$ cat config.mk
export PLATFORM = sky130hd
export DESIGN_NAME = mac_address_normalizer_unit
export DESIGN_NICKNAME = d
export VERILOG_FILES = /design/src/hw/rtl/madn_pkg.sv /design/src/hw/rtl/mac_address_normalizer_unit.sv
export SDC_FILE = /design/constraint.sdc
export NUM_CORES = 1
export LEC_CHECK = 0
export BUFFER_PORTS_ARGS = -buffer_cell sky130_fd_sc_hd__buf_2
export CELL_PAD_IN_SITES_DETAIL_PLACEMENT = 0
export CELL_PAD_IN_SITES_GLOBAL_PLACEMENT = 2
export CORE_UTILIZATION = 30
export CTS_BUF_LIST = sky130_fd_sc_hd__clkbuf_16
export DETAILED_ROUTE_END_ITERATION = 10
export PLACE_DENSITY_LB_ADDON = 0.1
export SYNTH_ARGS = -nofsm -noshare
export SYNTH_HDL_FRONTEND = slang
export SYNTH_SLANG_ARGS = --single-unit
$ cat constraint.sdc
create_clock -name i_clk -period 6.9 [get_ports i_clk]
set_input_delay 0.345 -clock i_clk [delete_from_list [all_inputs] [get_ports i_clk]]
set_output_delay 0.345 -clock i_clk [all_outputs]
set_load 0.01 [all_outputs]
$ cat src/hw/rtl/madn_pkg.sv
`default_nettype none
// ----------------------------------------------------------------------------
// madn_pkg - shared definitions for the MAC address normaliser
// Character codes, status codes, register indexes, result type and helpers.
// ----------------------------------------------------------------------------
package madn_pkg;

    localparam int MaxResults = 4;

    // configuration register indexes
    localparam logic [1:0] CFG_OCTET_COUNT    = 2'd0;
    localparam logic [1:0] CFG_OUT_SEPARATOR  = 2'd1;
    localparam logic [1:0] CFG_UPPER_CASE     = 2'd2;
    localparam logic [1:0] CFG_ALLOW_TRAILING = 2'd3;

    // status codes
    localparam logic [2:0] ST_OK         = 3'd0;
    localparam logic [2:0] ST_EMPTY      = 3'd1;
    localparam logic [2:0] ST_BAD_FIRST  = 3'd2;
    localparam logic [2:0] ST_NO_HEX     = 3'd3;
    localparam logic [2:0] ST_WRONG_SEP  = 3'd4;
    localparam logic [2:0] ST_SEP_AT_END = 3'd5;
    localparam logic [2:0] ST_TRAILING   = 3'd6;

    // separator modes
    localparam logic [1:0] SEP_UNLEARNED = 2'd0;
    localparam logic [1:0] SEP_CHAR      = 2'd1;
    localparam logic [1:0] SEP_NONE      = 2'd2;

    // characters
    localparam logic [7:0] CH_NEWLINE = 8'h0A;
    localparam logic [7:0] CH_ZERO    = 8'h30;
    localparam logic [7:0] CH_NINE    = 8'h39;
    localparam logic [7:0] CH_UPPER_A = 8'h41;
    localparam logic [7:0] CH_UPPER_F = 8'h46;
    localparam logic [7:0] CH_LOWER_A = 8'h61;
    localparam logic [7:0] CH_LOWER_F = 8'h66;
    localparam logic [7:0] CH_COLON   = 8'h3A;

    localparam logic [6:0] OCTET_COUNT_RST = 7'd6;
    localparam logic [9:0] POS_MAX         = 10'd1023;

    typedef struct packed {
        logic [7:0] out_char;
        logic       out_last;
        logic [2:0] status;
        logic [9:0] error_offset;
    } t_res;

    // {valid, nibble}
    function automatic logic [4:0] f_hex(input logic [7:0] c);
        logic [4:0] r;
        r = 5'd0;
        if (c >= CH_ZERO && c <= CH_NINE) begin
            r = {1'b1, c[3:0]};
        end else if ((c >= CH_LOWER_A && c <= CH_LOWER_F) ||
                     (c >= CH_UPPER_A && c <= CH_UPPER_F)) begin
            r = {1'b1, c[3:0] + 4'd9};
        end
        return r;
    endfunction

    function automatic logic [7:0] f_digit(input logic [3:0] v, input logic upper);
        logic [7:0] base;
        base = upper ? CH_UPPER_A : CH_LOWER_A;
        if (v < 4'd10) begin
            return CH_ZERO + {4'h0, v};
        end
        return base + {4'h0, v} - 8'd10;
    endfunction

    function automatic t_res f_res(input logic [7:0] ch, input logic last,
                                   input logic [2:0] st, input logic [9:0] off);
        t_res r;
        r.out_char     = ch;
        r.out_last     = last;
        r.status       = st;
        r.error_offset = off;
        return r;
    endfunction

endpackage
`default_nettype wire

$ cat src/hw/rtl/mac_address_normalizer_unit.sv
`default_nettype none
// ----------------------------------------------------------------------------
// mac_address_normalizer_unit - MAC address string normaliser
// Parses one character per transfer, learns the separator, emits each octet
// as two hex characters with the chosen separator and ends with a newline or
// one coded error item.
// ----------------------------------------------------------------------------
//  channel  direction  handshake                    payload
//  in       sink       i_in_valid / o_in_stall      i_char_in, i_is_end
//  out      source     o_out_valid / i_out_stall    o_out_char, o_out_last,
//                                                   o_status, o_error_offset
//  cfg      sink       i_cfg_we                     i_cfg_index, i_cfg_data
//
//  A character is decoded in the cycle it is transferred; its results (0 to 4)
//  land in a four-entry result buffer that drains one per cycle unless stalled.
//  A character with more than one result stalls the input while the result
//  buffer drains.
//  The input is taken again in the cycle the last buffered result transfers.
//  Reset (synchronous, active low) restores the register defaults and the
//  parser state and empties the result buffer.
//  Output stall only backs up the buffer; no result is lost or repeated.
// ----------------------------------------------------------------------------
module mac_address_normalizer_unit
    import madn_pkg::*;
(
    input  wire logic       i_clk,
    input  wire logic       i_rst_n,
    // input channel
    input  wire logic       i_in_valid,
    output logic            o_in_stall,
    input  wire logic [7:0] i_char_in,
    input  wire logic       i_is_end,
    // output channel
    output logic            o_out_valid,
    input  wire logic       i_out_stall,
    output logic [7:0]      o_out_char,
    output logic            o_out_last,
    output logic [2:0]      o_status,
    output logic [9:0]      o_error_offset,
    // configuration
    input  wire logic       i_cfg_we,
    input  wire logic [1:0] i_cfg_index,
    input  wire logic [7:0] i_cfg_data
);

    // configuration registers
    logic [6:0] r_octet_count;
    logic [7:0] r_out_sep;
    logic       r_upper;
    logic       r_allow_trail;

    // parser state and its next value
    logic       r_phase,    n_phase;
    logic [1:0] r_digits,   n_digits;
    logic [3:0] r_held,     n_held;
    logic [6:0] r_octet,    n_octet;
    logic [1:0] r_mode,     n_mode;
    logic [7:0] r_lsep,     n_lsep;
    logic [9:0] r_pos,      n_pos;
    logic       r_complete, n_complete;
    logic       r_err,      n_err;

    // result buffer: entry 0 is presented on the output
    t_res       r_res [MaxResults];
    t_res       n_res [MaxResults];
    logic [2:0] r_cnt;
    logic [2:0] n_cnt;

    logic       w_in_xfer;
    logic       w_out_xfer;
    logic [4:0] w_hex;
    logic       w_is_hex;
    logic       w_do_gap;
    logic       w_do_take;

    assign o_out_valid    = (r_cnt != 3'd0);
    assign w_out_xfer     = o_out_valid && !i_out_stall;
    // take a new character once the buffer is empty or about to be
    assign o_in_stall     = !((r_cnt == 3'd0) || ((r_cnt == 3'd1) && !i_out_stall));
    assign w_in_xfer      = i_in_valid && !o_in_stall;

    assign o_out_char     = r_res[0].out_char;
    assign o_out_last     = r_res[0].out_last;
    assign o_status       = r_res[0].status;
    assign o_error_offset = r_res[0].error_offset;

    assign w_hex    = f_hex(i_char_in);
    assign w_is_hex = w_hex[4] && !i_is_end;

    // ------------------------------------------------------------------
    // Single-pass decode of one character. Results are appended in order
    // to n_res; n_cnt counts them. State updates follow the parse order,
    // so later steps see what earlier steps of the same character left.
    // ------------------------------------------------------------------
    always_comb begin
        n_phase    = r_phase;
        n_digits   = r_digits;
        n_held     = r_held;
        n_octet    = r_octet;
        n_mode     = r_mode;
        n_lsep     = r_lsep;
        n_pos      = r_pos;
        n_complete = r_complete;
        n_err      = r_err;
        n_cnt      = 3'd0;
        w_do_gap   = 1'b0;
        w_do_take  = 1'b0;
        for (int i = 0; i < MaxResults; i++) begin
            n_res[i] = f_res(8'h00, 1'b0, ST_OK, 10'd0);
        end

        // number phase: start or finish an octet
        if (!r_err) begin
            if (r_phase) begin
                if (r_digits == 2'd0) begin
                    w_do_take = 1'b1;
                end else begin
                    // emit the octet: two digits, or a padded single digit
                    n_res[0] = f_res(f_digit(w_is_hex ? r_held : 4'h0, r_upper),
                                     1'b0, ST_OK, 10'd0);
                    n_res[1] = f_res(f_digit(w_is_hex ? w_hex[3:0] : r_held, r_upper),
                                     1'b0, ST_OK, 10'd0);
                    n_cnt    = 3'd2;
                    n_phase  = 1'b0;
                    n_digits = 2'd0;
                    n_held   = 4'h0;
                    if (r_octet >= r_octet_count) begin
                        n_complete = 1'b1;
                    end
                    // a non-hex character after a lone digit opens the gap
                    w_do_gap = !w_is_hex;
                end
            end else begin
                w_do_gap = 1'b1;
            end
        end

        // separator gap
        if (w_do_gap) begin
            priority if (n_complete) begin
                if (i_is_end) begin
                    n_res[n_cnt[1:0]] = f_res(CH_NEWLINE, 1'b1, ST_OK, 10'd0);
                    n_cnt = n_cnt + 3'd1;
                end else if (!r_allow_trail) begin
                    n_err = 1'b1;
                    n_res[n_cnt[1:0]] = f_res(8'h00, 1'b1, ST_TRAILING, r_pos);
                    n_cnt = n_cnt + 3'd1;
                end
            end else if (n_mode == SEP_CHAR) begin
                if (!i_is_end && i_char_in == n_lsep) begin
                    if (r_out_sep != 8'h00) begin
                        n_res[n_cnt[1:0]] = f_res(r_out_sep, 1'b0, ST_OK, 10'd0);
                        n_cnt = n_cnt + 3'd1;
                    end
                    n_octet  = n_octet + 7'd1;
                    n_phase  = 1'b1;
                    n_digits = 2'd0;
                end else begin
                    n_err = 1'b1;
                    n_res[n_cnt[1:0]] = f_res(8'h00, 1'b1, ST_WRONG_SEP, r_pos);
                    n_cnt = n_cnt + 3'd1;
                end
            end else if (n_mode == SEP_UNLEARNED && i_is_end) begin
                n_err = 1'b1;
                n_res[n_cnt[1:0]] = f_res(8'h00, 1'b1, ST_SEP_AT_END, r_pos);
                n_cnt = n_cnt + 3'd1;
            end else begin
                // learn a character separator, or fall into no-separator mode
                if (n_mode == SEP_UNLEARNED) begin
                    if (!w_hex[4]) begin
                        n_lsep = i_char_in;
                        n_mode = SEP_CHAR;
                    end else begin
                        n_mode = SEP_NONE;
                    end
                end
                if (r_out_sep != 8'h00) begin
                    n_res[n_cnt[1:0]] = f_res(r_out_sep, 1'b0, ST_OK, 10'd0);
                    n_cnt = n_cnt + 3'd1;
                end
                n_octet  = n_octet + 7'd1;
                n_phase  = 1'b1;
                n_digits = 2'd0;
                // without a separator this character starts the next octet
                w_do_take = (n_mode != SEP_CHAR);
            end
        end

        // first digit of an octet
        if (w_do_take) begin
            if (!w_is_hex) begin
                n_err = 1'b1;
                n_res[n_cnt[1:0]] = f_res(8'h00, 1'b1,
                    (r_pos == 10'd0) ? (i_is_end ? ST_EMPTY : ST_BAD_FIRST) : ST_NO_HEX,
                    r_pos);
                n_cnt = n_cnt + 3'd1;
            end else begin
                n_held   = w_hex[3:0];
                n_digits = 2'd1;
            end
        end

        // end marker restarts the parser; otherwise advance the position
        if (i_is_end) begin
            n_phase    = 1'b1;
            n_digits   = 2'd0;
            n_held     = 4'h0;
            n_octet    = 7'd1;
            n_mode     = SEP_UNLEARNED;
            n_lsep     = 8'h00;
            n_pos      = 10'd0;
            n_complete = 1'b0;
            n_err      = 1'b0;
        end else if (r_pos < POS_MAX) begin
            n_pos = r_pos + 10'd1;
        end
    end

    // control and state registers
    always_ff @(posedge i_clk) begin
        if (!i_rst_n) begin
            r_octet_count <= OCTET_COUNT_RST;
            r_out_sep     <= CH_COLON;
            r_upper       <= 1'b0;
            r_allow_trail <= 1'b0;
            r_phase       <= 1'b1;
            r_digits      <= 2'd0;
            r_held        <= 4'h0;
            r_octet       <= 7'd1;
            r_mode        <= SEP_UNLEARNED;
            r_lsep        <= 8'h00;
            r_pos         <= 10'd0;
            r_complete    <= 1'b0;
            r_err         <= 1'b0;
            r_cnt         <= 3'd0;
        end else begin
            if (i_cfg_we) begin
                unique case (i_cfg_index)
                    CFG_OCTET_COUNT:    r_octet_count <= i_cfg_data[6:0];
                    CFG_OUT_SEPARATOR:  r_out_sep     <= i_cfg_data;
                    CFG_UPPER_CASE:     r_upper       <= i_cfg_data[0];
                    CFG_ALLOW_TRAILING: r_allow_trail <= i_cfg_data[0];
                endcase
            end
            if (w_in_xfer) begin
                r_phase    <= n_phase;
                r_digits   <= n_digits;
                r_held     <= n_held;
                r_octet    <= n_octet;
                r_mode     <= n_mode;
                r_lsep     <= n_lsep;
                r_pos      <= n_pos;
                r_complete <= n_complete;
                r_err      <= n_err;
                r_cnt      <= n_cnt;
            end else if (w_out_xfer) begin
                r_cnt <= r_cnt - 3'd1;
            end
        end
    end

    // result buffer payload: load on input transfer, shift on output transfer
    always_ff @(posedge i_clk) begin
        if (w_in_xfer) begin
            r_res <= n_res;
        end else if (w_out_xfer) begin
            for (int i = 0; i < MaxResults - 1; i++) begin
                r_res[i] <= r_res[i + 1];
            end
        end
    end

`ifndef SYNTH
    a_cnt_bound: assert property (@(posedge i_clk) disable iff (!i_rst_n)
        r_cnt <= 3'd4)
        else $error("result buffer count out of range");

    a_error_last: assert property (@(posedge i_clk) disable iff (!i_rst_n)
        o_out_valid && (o_status != ST_OK) |-> o_out_last && (o_out_char == 8'h00))
        else $error("error item must end the address and carry no character");

    a_drop_after_err: assert property (@(posedge i_clk) disable iff (!i_rst_n)
        w_in_xfer && r_err |=> (r_cnt == 3'd0))
        else $error("character after an error produced a result");

    a_end_restart: assert property (@(posedge i_clk) disable iff (!i_rst_n)
        w_in_xfer && i_is_end |=> (r_pos == 10'd0) && !r_err && r_phase)
        else $error("end marker did not restart the parser");

    a_no_load_busy: assert property (@(posedge i_clk) disable iff (!i_rst_n)
        w_in_xfer |-> (r_cnt == 3'd0) || w_out_xfer)
        else $error("buffer overwritten with results pending");
`endif

endmodule
`default_nettype wire

Word-level counts from Yosys, hierarchy flattened:

Cells that the tools add are included.

* $lt $le $gt $ge: 14
* reduce and logical (&&, ||, !) cells: 36
* add/sub/neg operators: 12
* mux-type cells: 132
* bitwise gates (word level): 5
* eq/ne operators: 13

Operator list (count)
* $mux 88: 10
* $bwmux 88: 5
* $mux 44: 3
* $mux 66: 2
* $demux 22 s2: 2
* $mux 8: 11
* $and 76x76->76: 1
* $not 76->76: 1
* $mux 2: 27
* $mux 22: 2
* $mux 7: 6
* $mux 1: 39
* $mux 3: 12
* $mux 4: 8
* $mux 10: 2
* $ge 8x7->1 const B: 2
* $le 8x7->1 const B: 2
* $sub 8x4->8 const B: 2
* $add 6x4->7 const A: 2
* $or 12x12->12: 1
* $logic_and 1x1->1: 11
* $add 10x1->10 const B: 1
* $logic_not 10->1: 1
* $lt 10x10->1 const B: 1
* other kinds (33): 58

* register bits after elaboration: 144
* bits of input ports: 24
* output and inout port bits: 24
* logic and storage cells: 242

Longest topological paths before layout:

* word-level depth: 26
* depth in mapped cells: 14
* depth with buffers taken out: 14

Worst setup path before layout:

Ideal clock, no wire load.

* path type: flip-flop to flip-flop
* start point: register r_cnt[0]
* end point: register r_cnt[0]
* path buffers: 0
* data required time: 6.778 ns
* slack: 1.953 ns
* cell stages (with the launch flop): 8
* library setup time: 0.122 ns
* arrival: 4.825 ns
* clock period less this slack: 4.947 ns
* cells stage by stage: dfxtp_1 > inv_1 > ha_1 > nand2b_1 > nor2_1 > a21oi_1 > mux2i_1 > a221o_1

* elaborated cells on any way between the ends: 11
* classes of those cells: 1 x add/sub; 1 x eq/ne; 2 x mux; 7 x reduce/logical

RTL lines
* start, declared: line mac_address_normalizer_unit.sv:66 `logic [2:0] r_cnt;`
* start signal, assigned: line mac_address_normalizer_unit.sv:255 `r_cnt <= n_cnt;`
* start signal, assigned: line mac_address_normalizer_unit.sv:257 `r_cnt <= r_cnt - 3'd1;`
* $reduce_bool 3->1: line mac_address_normalizer_unit.sv:76 `assign o_out_valid = (r_cnt != 3'd0);`
* via o_out_valid: line mac_address_normalizer_unit.sv:34 `output logic o_out_valid,`
* $logic_and 1x1->1: line mac_address_normalizer_unit.sv:77 `assign w_out_xfer = o_out_valid && !i_out_stall;`
* $reduce_bool 2->1 (no line)

The timed path passes the listed nets, and every way through them passes these cells. The select of a mux whose other input is x is not followed.
A chain may end at the register's enable or synchronous reset.

Worst setup path in the final report:

* start point: register r_octet[0]
* end point: register r_res[40] in the netlist's numbering, data pin

* cells in the longest elaborated chain, start to end: 16
* elaborated cells on any way between the ends: 21
* classes of those cells: 3 x order compare; 16 x mux; 1 x bitwise; 1 x reduce/logical

RTL lines
* start, declared: line mac_address_normalizer_unit.sv:56 `logic [6:0] r_octet, n_octet;`
* start signal, assigned: line mac_address_normalizer_unit.sv:249 `r_octet <= n_octet;`
* $ge 7x7->1 *: line mac_address_normalizer_unit.sv:127 `if (r_octet >= r_octet_count) begin`
* $mux 1 *: line mac_address_normalizer_unit.sv:127
* $mux 1 *: line mac_address_normalizer_unit.sv:115 `if (r_digits == 2'd0) begin`
* $mux 1 *: line mac_address_normalizer_unit.sv:114 `if (r_phase) begin`
* $mux 1 *: line mac_address_normalizer_unit.sv:113 `if (!r_err) begin`
* $mux 3: line mac_address_normalizer_unit.sv:140 `priority if (n_complete) begin`
* $mux 3: line mac_address_normalizer_unit.sv:139 `if (w_do_gap) begin`
* $not 2->3: line mac_address_normalizer_unit.sv:194 `(r_pos == 10'd0) ? (i_is_end ? ST_EMPTY : ST_BAD_FIRST) : ST_NO_HEX,`
* $ge 3x3->1 (not written as such) or $lt 3x1->1 (tied branches): line mac_address_normalizer_unit.sv:193 `n_res[n_cnt[1:0]] = f_res(8'h00, 1'b1,`
* $logic_and 1x1->1 (not written as such): line mac_address_normalizer_unit.sv:193
* $mux 22: line mac_address_normalizer_unit.sv:194
* $demux 22 s2: line mac_address_normalizer_unit.sv:193
* $bwmux 88: line mac_address_normalizer_unit.sv:193
* $mux 88: line mac_address_normalizer_unit.sv:191 `if (!w_is_hex) begin`
* $mux 88 *: line mac_address_normalizer_unit.sv:190 `if (w_do_take) begin`
* $mux 66 *: line mac_address_normalizer_unit.sv:264 `if (w_in_xfer) begin`
* end signal, assigned: line mac_address_normalizer_unit.sv:265 `r_res <= n_res;`
* end signal, assigned by index: line mac_address_normalizer_unit.sv:268 `r_res[i] <= r_res[i + 1];`
* end, declared: line mac_address_normalizer_unit.sv:64 `t_res r_res [MaxResults];`

Mark *: on every way between the ends. The rest lies on a longest branch, timed or not.

==> reports/metrics.cfg <==
[pwr]
p_leak_uw = 0.00312
power.density_nw_per_um2 = 370
combPwrFrac_pct = 25.4
seqPwrFrac_pct = 43.7
ir_drop_uv = 147
switching_share_pct = 32.9
power.share.clock_pct = 30.9
switching_power_uw = 970
p_int_uw = 1980

[global_routing]
grt_pass1_wl_mm = 29.6
grt_use_total_pct = 16.2
first_global_vias = 5083
antenna_found_initial = 0
overflow = 0
grt_start_max_net_pins = 71

[clock_network]
cts_tree = built
clock_sinks = 135
clock_path_buffers = 2
cts_made_buffers = 17
root_buffer = clkbuf_16
cts_resized = 0
cts_setup_buffers = 0
worstSkewPairLatency_ns = 0.42
clk_pin_slew_worst_paths_ns = 0.07
h-tree-depth = 4
ctsHoldBuffers = 0

[detailed_routing]
post_drt_wl_per_cell_um = 17.9
drc = 0
viasPerCell = 5.08
first_iter_violations = 301
finalWirelength_mm = 18.7
drt_pass1_iterations = 4
antenna_left = 0
routed-via-count = 5314

[sta]
setup_viol = 0
maxSlewHeadroom_pct = 33.0
worst_pin_slew_ns = 1.00
fmax_mhz = 255
period_share_pct = 56.7
final.min_clock_period_ns = 3.91
finClkSkew_ns = 0.0125
drv_slew = 0
rsz0062_at_grt = false
setup_tns_ns = 0
finalHoldViolCount = 0

[floorplanning]
start_util_pct = 30.8
die_area_um2 = 24000
ios = 48
core_area_um2 = 22800
die_w_um = 155
rows = 55
die_h_um = 155

[place]
portBuffers = 47
placed_area_um2 = 7390
placed_cells = 1014
hpwl_mm = 13.3
gp_congestion = 0.798

[hold_path]
hold_depth = 3
hold_path.class = input pin to flop
min_to = r_out_sep[5]$_SDFFE_PN1P_
min_from = i_cfg_data[5]

[worst_setup_path]
crit_type = flop to flop
cp_max_fo = 6
reg2regPathDepth = 12
r2r_setup_slack_ns = 2.99
start_kind = flop
r2r-end = r_res[40]$_SDFFCE_PN0P_
reg2reg_from = r_octet[0]$_SDFFE_PN1P_
crit_arrival_ns = 4.20
cp-end-kind = flop
worst_ep_required_time_ns = 7.19

[synth]
synth-edff-count = 79
synth-seq-cells = 135
synth_nets = 751
ys_warn_count = 0
ys_async_sr_fraction_pct = 0
ys_seq_area_share_pct = 49.8
syn_avg_cell_area_um2 = 9.93
synth_ff_type = edfxtp_1
yosysUniqueCellTypes = 71
post-synth-top-area-cell = edfxtp_1
synth_top_area_share_pct = 33.8
synth_cells = 706
synth_area_leaders = edfxtp_1 34%, dfxtp_1 16%, nand2_1 4.3%, a21oi_1 3.8%, ha_1 3.7%
netlist_area_um2 = 7010

[outcome]
outcome = finished, final reports clean

[finish]
stdcell_area_um2 = 7970
multiInputGateArea_um2 = 3110
diodes = 0
nets = 765
final_core_util_pct = 35.0
nFillCells = 2301
register_area_um2 = 3490
layout.cells.non_filler = 1046
synthToLayoutAreaGrowth_pct = 13.7
drive_above_1_share_pct = 13.9

[job]
max_cap_violations = 0

==> cell usage after synthesis, drive strengths merged (3+ instances only) <==
cell type,number
o21a,6
mux2i,18
nor4,6
nand3,17
ha,21
a31oi,6
nor2,50
a22o,28
edfxtp,79
or4,4
nor3,10
nand2b,4
and3,15
or2,5
inv,31
o21ai,25
xor2,14
nor2b,16
o22ai,4
a32o,4
a31o,4
xnor2,5
o211ai,9
nand4,5
nor4b,3
nand2,80
dfxtp,56
a21oi,53
a21o,5
clkbuf,30
o31ai,7
and2,11
or3,6
a211oi,8
buf,27
==> final cells by class <==
type / count / area share [%]
clock buffers: 17 / 5.34
clock inverters: 15 / 2.02
inverters: 31 / 1.46
multi-input cells: 483 / 39.0
flip-flops and latches: 135 / 43.8
well taps: 313 / 4.91
repair buffers: 52 / 3.42
==> cells in the final DEF (no fill, tap or decap), types with 5 or more instances in the layout <==
master     instances
nand2_1           80
clkbuf_16         17
or2_2              5
nor2_1            50
dfxtp_1           56
o31ai_1            7
or3_1              6
nand3_1           17
xnor2_1            5
mux2i_1           18
a31oi_1            6
nor3_1             9
o21ai_0           22
ha_1              21
nand4_1            5
a22o_1            28
buf_4              5
inv_1             31
a21o_1             5
a21oi_1           52
o21a_1             6
edfxtp_1          79
buf_2             47
o211ai_1           9
nor4_1             6
xor2_1            14
and2_1            10
and3_1            15
a211oi_1           6
nor2b_1           16
==> power by group through the flow <==
stage / combinational (uW) / clock [uW] / sequential [uW]
finish: 750 / 910 / 1290
floorplan: 602 / 0 / 1300
detailed placement: 763 / 0 / 1300
global placement: 752 / 0 / 1300
global route: 838 / 967 / 1310
CTS: 766 / 932 / 1290
==> cells by family after synthesis <==
kind of cell	Yosys count	synth area share (%)
AO/OA/AOI/OAI	183	18.2
XOR/XNOR	19	2.37
adder cells (fa/ha/maj)	21	3.75
buffers and inverters	88	5.94
flip-flops	135	49.8
multiplexers	18	2.57
AND/OR/NAND/NOR	242	17.3
==> metrics by stage <==
step	total power [uW]	setup WS [ns]	hold WS, ns
2_1_floorplan	1900	1.95	0.453
3_3_place_gp	2050	2.95	0.468
3_5_place_dp	2070	2.97	0.469
4_1_cts	2990	2.98	0.150
5_1_grt	3120	2.64	0.167
6_report	2950	2.99	0.167
==> layer usage <==
layer,GRT usage (%),vias to the layer above,share of wire [%]
li1,-,2612,-
met1,23.7,2576,51
met2,24.4,112,44
met3,2.56,14,3.2
met4,4.86,0,1.1
met5,0,-,0
==> worst max-delay path by stage <==
stage	start	end	slack (ns)	cells past startpoint
5_1_grt	r_octet[0]$_SDFFE_PN1P_	r_res[46]$_DFFE_PP_	2.64	9
2_1_floorplan	r_cnt[0]$_SDFFE_PN0P_	r_cnt[0]$_SDFFE_PN0P_	1.95	7
4_1_cts	r_octet[0]$_SDFFE_PN1P_	r_res[40]$_SDFFCE_PN0P_	2.98	12
6_report	r_octet[0]$_SDFFE_PN1P_	r_res[40]$_SDFFCE_PN0P_	2.99	12
3_5_place_dp	i_char_in[1]	r_res[60]$_DFFE_PP_	2.97	10
3_3_place_gp	i_char_in[1]	r_res[40]$_SDFFCE_PN0P_	2.95	12
==> state kept, by name (all words and copies together) (netlist names), 3 cells and up <==
signal,count
r_res,57
r_octet,7
r_octet_count,7
r_out_sep,8
r_held,4
r_cnt,3
o_out_char,8
o_status,3
r_pos,10
r_lsep,8
o_error_offset,10
==> critical path: stages, from the launching register on <==
cell      delay (ns)
dfxtp_1         0.38
inv_1           0.10
ha_1            0.28
nor2b_1         0.04
o21ai_0         0.30
a2111o_1        0.30
a21oi_1         0.21
a211oi_2        0.62
inv_1           0.14
ha_1            0.25
o211ai_1        0.28
nor3b_1         0.64
and2_1          0.24
Power figures use the tool's default switching activity.
